## config.mk

```make
export PLATFORM = sky130hd
export DESIGN_NAME = calendar_day_stepper
export DESIGN_NICKNAME = d
export VERILOG_FILES = /design/src/design/cds_pkg.sv /design/src/design/calendar_day_stepper.sv /design/src/design/cds_norm.sv /design/src/design/cds_step.sv /design/src/design/cds_clamp.sv
export SDC_FILE = /design/constraint.sdc
export NUM_CORES = 1
export LEC_CHECK = 0
export BUFFER_PORTS_ARGS = -buffer_cell sky130_fd_sc_hd__buf_4
export CAP_MARGIN = 20
export CORE_ASPECT_RATIO = 1.25
export CORE_MARGIN = 5
export CORE_UTILIZATION = 45
export DETAILED_ROUTE_END_ITERATION = 10
export HOLD_SLACK_MARGIN = 0.02
export MAX_ROUTING_LAYER = met4
export SLEW_MARGIN = 0
export SYNTH_ARGS = -nofsm -noshare
export SYNTH_HDL_FRONTEND = slang
export SYNTH_SLANG_ARGS = --single-unit
```

## constraint.sdc

```tcl
create_clock -name clk -period 6.65 [get_ports clk]
set_input_delay 1.33 -clock clk [delete_from_list [all_inputs] [get_ports clk]]
set_output_delay 1.33 -clock clk [all_outputs]
set_load 0.1 [all_outputs]
```

## src/design/cds_pkg.sv

```systemverilog
`timescale 1ns / 1ps
// ----------------------------------------------------------------------------
// cds_pkg
// Shared types, bounds and calendar helpers for the calendar day stepper.
// ----------------------------------------------------------------------------
package cds_pkg;

  // Field widths
  localparam int YEAR_W   = 12;
  localparam int MONTH_W  = 4;
  localparam int DAY_W    = 5;
  localparam int HOUR_W   = 5;
  localparam int MINUTE_W = 6;
  localparam int SECOND_W = 6;
  localparam int STAMP_W  = YEAR_W + MONTH_W + DAY_W + HOUR_W + MINUTE_W + SECOND_W;
  localparam int TDATA_W  = ((STAMP_W + 7) / 8) * 8;

  // Divisibility by 25: q = (y * RECIP_25) >> RECIP_SHIFT is floor(y / 25)
  // for every 12-bit year.
  localparam int RECIP_W     = 13;
  localparam int RECIP_SHIFT = 17;
  localparam logic [RECIP_W-1:0] RECIP_25 = 13'd5243;
  localparam int QUOT_W      = 8;
  localparam int REM_W       = 5;

  typedef enum logic [0:0] {
    CMD_NEXT = 1'b0,
    CMD_PREV = 1'b1
  } cmd_e;

  // Packed with year in the top bits, so a plain unsigned compare of two
  // stamps orders them by year, month, day, hour, minute, second.
  typedef struct packed {
    logic [YEAR_W-1:0]   year;
    logic [MONTH_W-1:0]  month;
    logic [DAY_W-1:0]    day;
    logic [HOUR_W-1:0]   hour;
    logic [MINUTE_W-1:0] minute;
    logic [SECOND_W-1:0] second;
  } stamp_t;

  localparam stamp_t LATE_BOUND  = '{year: 12'd2200, month: 4'd12, day: 5'd31,
                                     hour: 5'd23, minute: 6'd59, second: 6'd59};
  localparam stamp_t EARLY_BOUND = '{year: 12'd1700, month: 4'd1, day: 5'd1,
                                     hour: 5'd0, minute: 6'd0, second: 6'd1};

  localparam logic [MONTH_W-1:0] MONTH_JAN = 4'd1;
  localparam logic [MONTH_W-1:0] MONTH_FEB = 4'd2;
  localparam logic [MONTH_W-1:0] MONTH_APR = 4'd4;
  localparam logic [MONTH_W-1:0] MONTH_JUN = 4'd6;
  localparam logic [MONTH_W-1:0] MONTH_SEP = 4'd9;
  localparam logic [MONTH_W-1:0] MONTH_NOV = 4'd11;
  localparam logic [MONTH_W-1:0] MONTH_DEC = 4'd12;

  localparam logic [DAY_W-1:0] DAYS_28 = 5'd28;
  localparam logic [DAY_W-1:0] DAYS_29 = 5'd29;
  localparam logic [DAY_W-1:0] DAYS_30 = 5'd30;
  localparam logic [DAY_W-1:0] DAYS_31 = 5'd31;
  localparam logic [DAY_W-1:0] DAY_FIRST = 5'd1;

  // Normalized item between the leap stage and the step stage
  typedef struct packed {
    cmd_e             cmd;
    stamp_t           stamp;
    logic [DAY_W-1:0] days_cur;   // length of the current month
    logic [DAY_W-1:0] days_prev;  // length of the month before
  } norm_t;

  // Stepped item before the final bound check
  typedef struct packed {
    stamp_t stamp;
    logic   clamped;
  } step_t;

  function automatic logic [DAY_W-1:0] month_days(input logic leap,
                                                  input logic [MONTH_W-1:0] mo);
    logic [DAY_W-1:0] n;
    case (mo) inside
      MONTH_APR, MONTH_JUN, MONTH_SEP, MONTH_NOV: n = DAYS_30;
      MONTH_FEB: n = leap ? DAYS_29 : DAYS_28;
      default:   n = DAYS_31;
    endcase
    return n;
  endfunction

endpackage

```

## src/design/calendar_day_stepper.sv

```systemverilog
`timescale 1ns / 1ps
// ----------------------------------------------------------------------------
// calendar_day_stepper
// Steps a Gregorian date-time one day forward or back, clipped to the
// window 1700-01-01 00:00:01 .. 2200-12-31 23:59:59.
// ----------------------------------------------------------------------------
// Channel   Dir  tdata (low bit up)                          tuser
// s_axis    in   year 12, month 4, day 5, hour 5, min 6,     cmd (0 next, 1 prev)
//                sec 6, zero pad to 40
// m_axis    out  same layout as s_axis                       clamped
//
// One request enters per cycle unless back pressure has filled the stages; each
// moves through year divide, leap/month clip, day step, bound check, output reg.
// Each stage holds its contents while the stage after it is full and stalled,
// so back pressure propagates without dropping or duplicating an item.
// Reset clears only the stage valid bits; the block holds no other state.
// ----------------------------------------------------------------------------
module calendar_day_stepper (
  input  logic                          clk,
  input  logic                          rst,
  input  logic                          s_axis_tvalid,
  output logic                          s_axis_tready,
  // year[11:0], month[15:12], day[20:16], hour[25:21], minute[31:26],
  // second[37:32], zero[39:38]
  input  logic [cds_pkg::TDATA_W-1:0]   s_axis_tdata,
  // cmd[0]
  input  logic [0:0]                    s_axis_tuser,
  output logic                          m_axis_tvalid,
  input  logic                          m_axis_tready,
  // year[11:0], month[15:12], day[20:16], hour[25:21], minute[31:26],
  // second[37:32], zero[39:38]
  output logic [cds_pkg::TDATA_W-1:0]   m_axis_tdata,
  // clamped[0]
  output logic [0:0]                    m_axis_tuser
);
  import cds_pkg::*;

  stamp_t in_stamp;
  cmd_e   in_cmd;
  logic   norm_valid;
  logic   norm_ready;
  norm_t  norm_item;
  logic   step_valid;
  logic   step_ready;
  step_t  step_item;
  stamp_t out_stamp;
  logic   out_clamped;

  // Unpack the request; tdata carries the fields with year lowest
  assign in_stamp.year   = s_axis_tdata[11:0];
  assign in_stamp.month  = s_axis_tdata[15:12];
  assign in_stamp.day    = s_axis_tdata[20:16];
  assign in_stamp.hour   = s_axis_tdata[25:21];
  assign in_stamp.minute = s_axis_tdata[31:26];
  assign in_stamp.second = s_axis_tdata[37:32];
  assign in_cmd          = cmd_e'(s_axis_tuser[0]);

  // Stages 1-2: year / 25, leap rule, month lengths, month and day clip
  cds_norm u_norm (
    .clk       (clk),
    .rst       (rst),
    .in_valid  (s_axis_tvalid),
    .in_ready  (s_axis_tready),
    .in_cmd    (in_cmd),
    .in_stamp  (in_stamp),
    .out_valid (norm_valid),
    .out_ready (norm_ready),
    .out_item  (norm_item)
  );

  // Stage 3: input bound check and day roll
  cds_step u_step (
    .clk       (clk),
    .rst       (rst),
    .in_valid  (norm_valid),
    .in_ready  (norm_ready),
    .in_item   (norm_item),
    .out_valid (step_valid),
    .out_ready (step_ready),
    .out_item  (step_item)
  );

  // Stage 4: result bound check, output register
  cds_clamp u_clamp (
    .clk         (clk),
    .rst         (rst),
    .in_valid    (step_valid),
    .in_ready    (step_ready),
    .in_item     (step_item),
    .out_valid   (m_axis_tvalid),
    .out_ready   (m_axis_tready),
    .out_stamp   (out_stamp),
    .out_clamped (out_clamped)
  );

  // Pack the result the same way as the request, pad bits held at zero
  assign m_axis_tdata = {{(TDATA_W-STAMP_W){1'b0}}, out_stamp.second, out_stamp.minute,
                         out_stamp.hour, out_stamp.day, out_stamp.month, out_stamp.year};
  assign m_axis_tuser = out_clamped;

endmodule

```

## src/design/cds_norm.sv

```systemverilog
`timescale 1ns / 1ps
// ----------------------------------------------------------------------------
// cds_norm
// Two pipeline stages: clip the month and divide the year by 25, then resolve
// the leap rule and month lengths and clip the day into range.
// ----------------------------------------------------------------------------
module cds_norm (
  input  logic            clk,
  input  logic            rst,
  input  logic            in_valid,
  output logic            in_ready,
  input  cds_pkg::cmd_e   in_cmd,
  input  cds_pkg::stamp_t in_stamp,
  output logic            out_valid,
  input  logic            out_ready,
  output cds_pkg::norm_t  out_item
);
  import cds_pkg::*;

  // Stage A: registered input with month clipped and year quotient by 25
  logic                         a_valid;
  cmd_e                         a_cmd;
  stamp_t                       a_stamp;
  logic [QUOT_W-1:0]            a_quot;
  logic                         a_ready;
  logic [YEAR_W+RECIP_W-1:0]    prod;
  stamp_t                       a_stamp_next;

  // Stage B
  logic                         b_ready;
  logic [QUOT_W+REM_W-1:0]      quot_x25;
  logic [YEAR_W-1:0]            rem_full;
  logic [REM_W-1:0]             rem25;
  logic                         leap;
  logic [DAY_W-1:0]             days_cur;
  logic [DAY_W-1:0]             days_prev;
  logic [DAY_W-1:0]             day_clip;
  norm_t                        b_next;

  assign prod = YEAR_W'(0) + ({RECIP_W'(0), in_stamp.year} * {YEAR_W'(0), RECIP_25});

  always_comb begin
    a_stamp_next = in_stamp;
    if (in_stamp.month < MONTH_JAN) begin
      a_stamp_next.month = MONTH_JAN;
    end else if (in_stamp.month > MONTH_DEC) begin
      a_stamp_next.month = MONTH_DEC;
    end else begin
      a_stamp_next.month = in_stamp.month;
    end
  end

  assign b_ready  = !out_valid || out_ready;
  assign a_ready  = !a_valid || b_ready;
  assign in_ready = a_ready;

  always_ff @(posedge clk) begin
    if (rst) begin
      a_valid <= 1'b0;
    end else if (a_ready) begin
      a_valid <= in_valid;
    end
  end

  always_ff @(posedge clk) begin
    if (a_ready && in_valid) begin
      a_cmd   <= in_cmd;
      a_stamp <= a_stamp_next;
      a_quot  <= prod[RECIP_SHIFT +: QUOT_W];
    end
  end

  // Leap: divisible by 4 and not by 100, or by 400 (16 and 25)
  always_comb begin
    quot_x25 = {1'b0, a_quot, 4'b0000} + {2'b00, a_quot, 3'b000} + {5'b00000, a_quot};
    rem_full = a_stamp.year - quot_x25[YEAR_W-1:0];
    rem25    = rem_full[REM_W-1:0];
    leap     = ((a_stamp.year[1:0] == 2'b00) && (rem25 != '0)) ||
               ((a_stamp.year[3:0] == 4'b0000) && (rem25 == '0));
    days_cur = month_days(leap, a_stamp.month);
    if (a_stamp.month == MONTH_JAN) begin
      days_prev = DAYS_31;
    end else begin
      days_prev = month_days(leap, a_stamp.month - MONTH_JAN);
    end
    if (a_stamp.day < DAY_FIRST) begin
      day_clip = DAY_FIRST;
    end else if (a_stamp.day > days_cur) begin
      day_clip = days_cur;
    end else begin
      day_clip = a_stamp.day;
    end
    b_next           = '{cmd: a_cmd, stamp: a_stamp, days_cur: days_cur,
                         days_prev: days_prev};
    b_next.stamp.day = day_clip;
  end

  always_ff @(posedge clk) begin
    if (rst) begin
      out_valid <= 1'b0;
    end else if (b_ready) begin
      out_valid <= a_valid;
    end
  end

  always_ff @(posedge clk) begin
    if (b_ready && a_valid) begin
      out_item <= b_next;
    end
  end

endmodule

```

## src/design/cds_step.sv

```systemverilog
`timescale 1ns / 1ps
// ----------------------------------------------------------------------------
// cds_step
// One pipeline stage: check the input against the bounds and roll the date
// one day forward or back.
// ----------------------------------------------------------------------------
module cds_step (
  input  logic           clk,
  input  logic           rst,
  input  logic           in_valid,
  output logic           in_ready,
  input  cds_pkg::norm_t in_item,
  output logic           out_valid,
  input  logic           out_ready,
  output cds_pkg::step_t out_item
);
  import cds_pkg::*;

  step_t  nxt;
  stamp_t t;

  assign t        = in_item.stamp;
  assign in_ready = !out_valid || out_ready;

  always_comb begin
    nxt.stamp   = t;
    nxt.clamped = 1'b0;
    if ((in_item.cmd == CMD_NEXT) && (t >= LATE_BOUND)) begin
      nxt.stamp   = LATE_BOUND;
      nxt.clamped = 1'b1;
    end else if ((in_item.cmd == CMD_PREV) && (t <= EARLY_BOUND)) begin
      nxt.stamp   = EARLY_BOUND;
      nxt.clamped = 1'b1;
    end else if (in_item.cmd == CMD_NEXT) begin
      if (t.day == in_item.days_cur) begin
        nxt.stamp.day = DAY_FIRST;
        if (t.month == MONTH_DEC) begin
          nxt.stamp.month = MONTH_JAN;
          nxt.stamp.year  = t.year + YEAR_W'(1);
        end else begin
          nxt.stamp.month = t.month + MONTH_W'(1);
        end
      end else begin
        nxt.stamp.day = t.day + DAY_W'(1);
      end
    end else begin
      if (t.day == DAY_FIRST) begin
        nxt.stamp.day = in_item.days_prev;
        if (t.month == MONTH_JAN) begin
          nxt.stamp.month = MONTH_DEC;
          nxt.stamp.year  = t.year - YEAR_W'(1);
        end else begin
          nxt.stamp.month = t.month - MONTH_W'(1);
        end
      end else begin
        nxt.stamp.day = t.day - DAY_W'(1);
      end
    end
  end

  always_ff @(posedge clk) begin
    if (rst) begin
      out_valid <= 1'b0;
    end else if (in_ready) begin
      out_valid <= in_valid;
    end
  end

  always_ff @(posedge clk) begin
    if (in_ready && in_valid) begin
      out_item <= nxt;
    end
  end

endmodule

```

## src/design/cds_clamp.sv

```systemverilog
`timescale 1ns / 1ps
// ----------------------------------------------------------------------------
// cds_clamp
// Output stage: hold the stepped result inside the bounds and register it.
// ----------------------------------------------------------------------------
module cds_clamp (
  input  logic            clk,
  input  logic            rst,
  input  logic            in_valid,
  output logic            in_ready,
  input  cds_pkg::step_t  in_item,
  output logic            out_valid,
  input  logic            out_ready,
  output cds_pkg::stamp_t out_stamp,
  output logic            out_clamped
);
  import cds_pkg::*;

  stamp_t r_next;
  logic   clamped_next;

  assign in_ready = !out_valid || out_ready;

  always_comb begin
    r_next       = in_item.stamp;
    clamped_next = in_item.clamped;
    if (in_item.stamp >= LATE_BOUND) begin
      r_next       = LATE_BOUND;
      clamped_next = 1'b1;
    end else if (in_item.stamp <= EARLY_BOUND) begin
      r_next       = EARLY_BOUND;
      clamped_next = 1'b1;
    end
  end

  always_ff @(posedge clk) begin
    if (rst) begin
      out_valid <= 1'b0;
    end else if (in_ready) begin
      out_valid <= in_valid;
    end
  end

  always_ff @(posedge clk) begin
    if (in_ready && in_valid) begin
      out_stamp   <= r_next;
      out_clamped <= clamped_next;
    end
  end

  a_clamp_is_bound: assert property (@(posedge clk) disable iff (rst)
    out_valid && out_clamped |-> (out_stamp == LATE_BOUND) || (out_stamp == EARLY_BOUND))
    else $error("clamped result is not a bound");

  a_year_window: assert property (@(posedge clk) disable iff (rst)
    out_valid |-> (out_stamp.year >= 12'd1700) && (out_stamp.year <= 12'd2200))
    else $error("result year outside window");

  a_date_legal: assert property (@(posedge clk) disable iff (rst)
    out_valid |-> (out_stamp.month >= MONTH_JAN) && (out_stamp.month <= MONTH_DEC) &&
                  (out_stamp.day >= DAY_FIRST))
    else $error("result month or day out of range");

  a_inner_unclamped: assert property (@(posedge clk) disable iff (rst)
    out_valid && !out_clamped |-> (out_stamp < LATE_BOUND) && (out_stamp > EARLY_BOUND))
    else $error("unclamped result on or past a bound");

endmodule

```

# Word level (Yosys, flattened, before mapping)
# Index checks and enable logic that the tools add are counted.
# word_totals
register_bits,175
latch_bits,0
ram_bits,0
rom_bits,0
in_bits,45
word_cells,131
memories,0
# op_classes
addsub,10
n_mul,1
div,0
order_cmp,8
n_eq_ne,15
n_shift,0
n_mux,19
bitwise,2
n_reduce_logical,27
# ops
cell,n
$ge 38x38->1 const B,2
$le 38x37->1 const B,2
$mux 21,2
$mux 38,1
$mux 16,2
$mux 5,5
$mux 12,2
$mul 12x13->22 const B,1
$eq 4x4->1 const B,5
$mux 18,1
$eq 4x3->1 const B,4
$add 12x1->12 const B,1
$mux 4,3
$sub 12x1->12 const B,1
$add 5x5->5,2
$eq 4x1->1 const B,2
$eq 4x2->1 const B,2
$logic_and 1x1->1,8
$reduce_or 4->1,2
$sub 4x1->4 const B,2
$reduce_or 2->1,3
$reduce_or 6->1,1
$add 5x1->5 const B,1
$eq 5x1->1 const B,1
other kinds (16),26

# Logic depth before layout (Yosys ltp)
# logic_depth
ltp_word,11
ltp_mapped,18
depth_no_buf,18

# Modules after synthesis
# From an unflattened synthesis, not the netlist that was laid out.
# hier_totals
cells_unflattened,882
area_unflattened_um2,10511.3
# by_module_without_submodules
module,instances,cells_per_inst,area_each_um2,seq_area_each_um2
cds_norm,1,437,5783.0,2652.5
cds_step,1,299,2851.5,1191.1
cds_clamp,1,143,1858.0,1191.1
calendar_day_stepper,1,3,18.8,0.0

# Worst setup path after synthesis
# Ideal clock, no wire load.
# synth_path
path_kind,input port to flip-flop
from,input port s_axis_tdata[3] in the netlist's numbering
to,"register u_norm.a_quot[2], data pin"
setup_ns,0.137
arrival_ns,5.386
setup_slack_ns,1.127
path_stages,16
n_path_buf,0
cell_sequence,fa_1 > inv_1 > fa_1 > inv_1 > ha_1 > fa_1 > inv_1 > fa_1 > inv_1 > ha_1 > a2111oi_0 > o21ai_0 > a21oi_1 > nand3b_1 > or4_1 > nand4_1
# synth_via
elab_chain_cells,1
# synth_lines
item,line_no,text
"start, declared",calendar_day_stepper.sv:25,"input logic [cds_pkg::TDATA_W-1:0] s_axis_tdata,"
$mul 12x13->22,cds_norm.sv:40,"assign prod = YEAR_W'(0) + ({RECIP_W'(0), in_stamp.year} * {YEAR_W'(0), RECIP_25});"
net u_norm.prod[19],cds_norm.sv:26,logic [YEAR_W+RECIP_W-1:0] prod;
"end signal, assigned",cds_norm.sv:69,a_quot <= prod[RECIP_SHIFT +: QUOT_W];
"end, declared",cds_norm.sv:24,logic [QUOT_W-1:0] a_quot;
# The timed path passes the listed nets, and every way through them passes these cells.
# A chain may end at the register's enable or synchronous reset.

# Worst setup path after layout
# layout_path
from,input port s_axis_tdata[6] in the netlist's numbering
to,"register u_norm.a_quot[2], data pin"
# The elaborated chain is that of the path after synthesis.

==> flow_metrics.tcl <==
set metrics [dict create \
    fin_cells 1229 \
    cp-startpoint "s_axis_tdata[6]" \
    gp_congestion 0.893 \
    endpoint_kind "flop" \
    irDropWorstVdd_mv 0.198 \
    yosys_warnings 0 \
    regArea_um2 5030 \
    hp-class "reg2reg" \
    grt_first_pass_wirelength_um 31000 \
    hold_buffers 0 \
    finalSetupViolCount 0 \
    async_flop_share 0 \
    synth_compound_area_frac 0.104 \
    antennaDiodeCount 0 \
    drive_gt1_frac 0.144 \
    arrival_ns 5.98 \
    crit_path_start_kind "input port" \
    synth_top_area_frac 0.488 \
    dpl.cell_count 1197 \
    vias 6312 \
    multiInputGateArea_um2 4570 \
    cts_setup_buffers 0 \
    post_cts_resize_count 0 \
    utilization 0.527 \
    final_area_um2 11700 \
    ys_top_cells_by_area "edfxtp_1 49%, ha_1 11%, fa_1 8.3%, inv_1 4.6%, a21o_1 3.0%" \
    drt_first_pass_iters 5 \
    grtUsageTotal 0.160 \
    clkSlewWorstSetupHoldPaths_ns 0.07 \
    r2r_start "u_norm.a_quot[0]" \
    cts_made_buffers 17 \
    synthMuxAreaShare 0.00333 \
    cts_tree "built" \
    worst_slack_ns 0.821 \
    synth_area_um2 10200 \
    post_dp_cell_area_um2 11100 \
    grt_start_max_net_pins 45 \
    place_hpwl_um 15100 \
    drtIter0Drc 275 \
    clk_latency_ns 0.43 \
    grt_pass1_vias 6374 \
    gr-total-overflow 0 \
    slew_violations 0 \
    synth-main-ff-cell "edfxtp_1" \
    drcViolationCount 0 \
    fin_hold_ws_ns 0.412 \
    avgSynthCellArea_um2 11.9 \
    yosysSeqAreaShare 0.496 \
    drv_cap 0 \
    cts_sinks 169 \
    hold_path.startpoint "u_norm.a_cmd" \
    fin_tns_setup_ns 0 \
    rows 61 \
    power_leakage_nw 4.85 \
    die_h_um 178 \
    rsz0062_at_grt "no" \
    synthSimpleGateAreaFrac 0.110 \
    worstMarginPinSlew_ns 1.06 \
    yosysTopAreaCell "edfxtp_1" \
    cts-root-buf "clkbuf_16" \
    pin_count 88 \
    synth_top_family_by_area "adder cells" \
    place_ws_ns 0.473 \
    die_area_um2 25700 \
    crit_type "in2reg" \
    nets 1112 \
    status "finished, final reports clean" \
    fillers 1951 \
    via_per_inst 5.14 \
    final-hold-violation-count 0 \
    die-width_um 144 \
    cts_max_path_buffers 2 \
    routed_wl_um 19000 \
    synth_seq_cells 169 \
    synth_cell_types 71 \
    worstPathMaxFanout 6 \
    postRouteAntennaNets 0 \
    power_density_nw_per_um2 279 \
    min_period_ns 5.83 \
    wl_per_cell_um 15.5 \
    numPortBuffers 83 \
    antenna_found_initial 0 \
    synthCells 855 \
    fmax_mhz 172 \
    slew_headroom 0.296 \
    clock_skew_ns 0.0126 \
    p_total_mw 3.26 \
    syn2layout_area_growth_pct 15.2 \
    finalCritPeriodShare 0.877 \
    start_util 0.457 \
    crit_required_ns 6.80 \
    cts-htree-levels 4 \
    synthXorXnorAreaFrac 0.0315 \
    core_area_um2 22200 \
    synth_fa_ha_area_frac 0.196 \
    synth_edf_count 165 \
]
-- cell usage after synthesis (20+ instances only) --
| library cell | instances |
|---|---|
| edfxtp_1 | 165 |
| nor3_1 | 20 |
| fa_1 | 42 |
| a21oi_1 | 36 |
| ha_1 | 92 |
| clkbuf_1 | 24 |
| nor2_1 | 41 |
| o21ai_0 | 31 |
| nand2_1 | 35 |
| a21o_1 | 41 |
| xnor2_1 | 23 |
| inv_1 | 125 |
-- per-layer routing --
metal	routed length (um)	global-route usage	vias to the layer above
met2	10400	0.286	108
li1	-	-	3210
met5	0	-	-
met4	556	0.0758	0
met1	7390	0.170	2968
met3	628	0.0287	26
-- where the power goes --
| group | switching (mW) | total, mW | internal [mW] | leakage (nW) |
|---|---|---|---|---|
| Combinational | 0.573 | 1.03 | 0.454 | 3.01 |
| Sequential | 0.0316 | 1.27 | 1.24 | 1.56 |
| Clock | 0.394 | 0.963 | 0.568 | 0.279 |
-- registers in the layout, indices dropped and copies added (netlist names) --
register             count
u_step.out_item         39
u_norm.a_stamp          38
u_norm.out_item         43
u_step.out_valid         1
u_clamp.out_valid        1
u_clamp.out_stamp       38
u_norm.a_quot            5
u_norm.out_valid         1
u_norm.a_cmd             1
u_norm.a_valid           1
u_clamp.out_clamped      1
-- cell families after synthesis --
group / after synthesis
AOI/OAI and AO/OA: 156
xor gates and xnor gates: 35
adders and majority gates: 134
buffers and inverters: 155
DFF: 169
muxes: 2
other: 1
and+or+nand+nor: 203
-- final timing paths --
kind / to / slack (ns) / cells past startpoint
setup / recovery: u_norm.a_quot[2] / 0.82 / 17
hold / removal: u_norm.out_item[48] / 0.41 / 0
setup reg to reg: u_norm.out_item[27] / 3.04 / 14
hold reg to reg: u_norm.out_item[48] / 0.41 / 0
-- cell type report --
type / count / share of cell area
clock buffer: 20 / 0.0382
clock inverter: 12 / 0.0122
inverter: 125 / 0.0401
multi-input combinational: 532 / 0.391
sequential: 169 / 0.430
tap: 283 / 0.0303
timing repair buffer: 88 / 0.0586
-- cell usage in the layout, fill, tap and decap left out, types with 4 or more instances in the layout --
cell type	netlist	routed
nor2_1	41	41
xor2_1	11	11
nand3_1	12	12
nor2b_1	6	4
xnor2_1	23	23
a21oi_1	36	35
fa_1	42	42
nand4b_1	4	4
and3_1	6	6
inv_1	125	125
nand2b_1	9	9
ha_1	92	92
buf_4	2	86
o21ai_0	31	31
or4_1	6	6
a31oi_1	5	5
a21o_1	41	41
edfxtp_1	165	165
nor3_1	20	20
nand2_1	35	35
o21bai_1	7	7
clkbuf_16	0	17
or3_1	11	11
nor4_1	12	12
and2_1	10	10
dfxtp_1	4	4
nand4_1	10	10
-- critical path, cell delays in order --
cell and delay (ns):
buf_4 0.15, inv_1 0.07, fa_1 0.57, fa_1 0.44
fa_1 0.52, inv_1 0.06, fa_1 0.53, inv_1 0.06
fa_1 0.52, inv_1 0.04, ha_1 0.29, nand4_1 0.22
a2111oi_0 0.52, a21oi_1 0.18, nand3b_1 0.22, or4_1 0.15
nand4_1 0.11
Power figures use the tool's default switching activity.
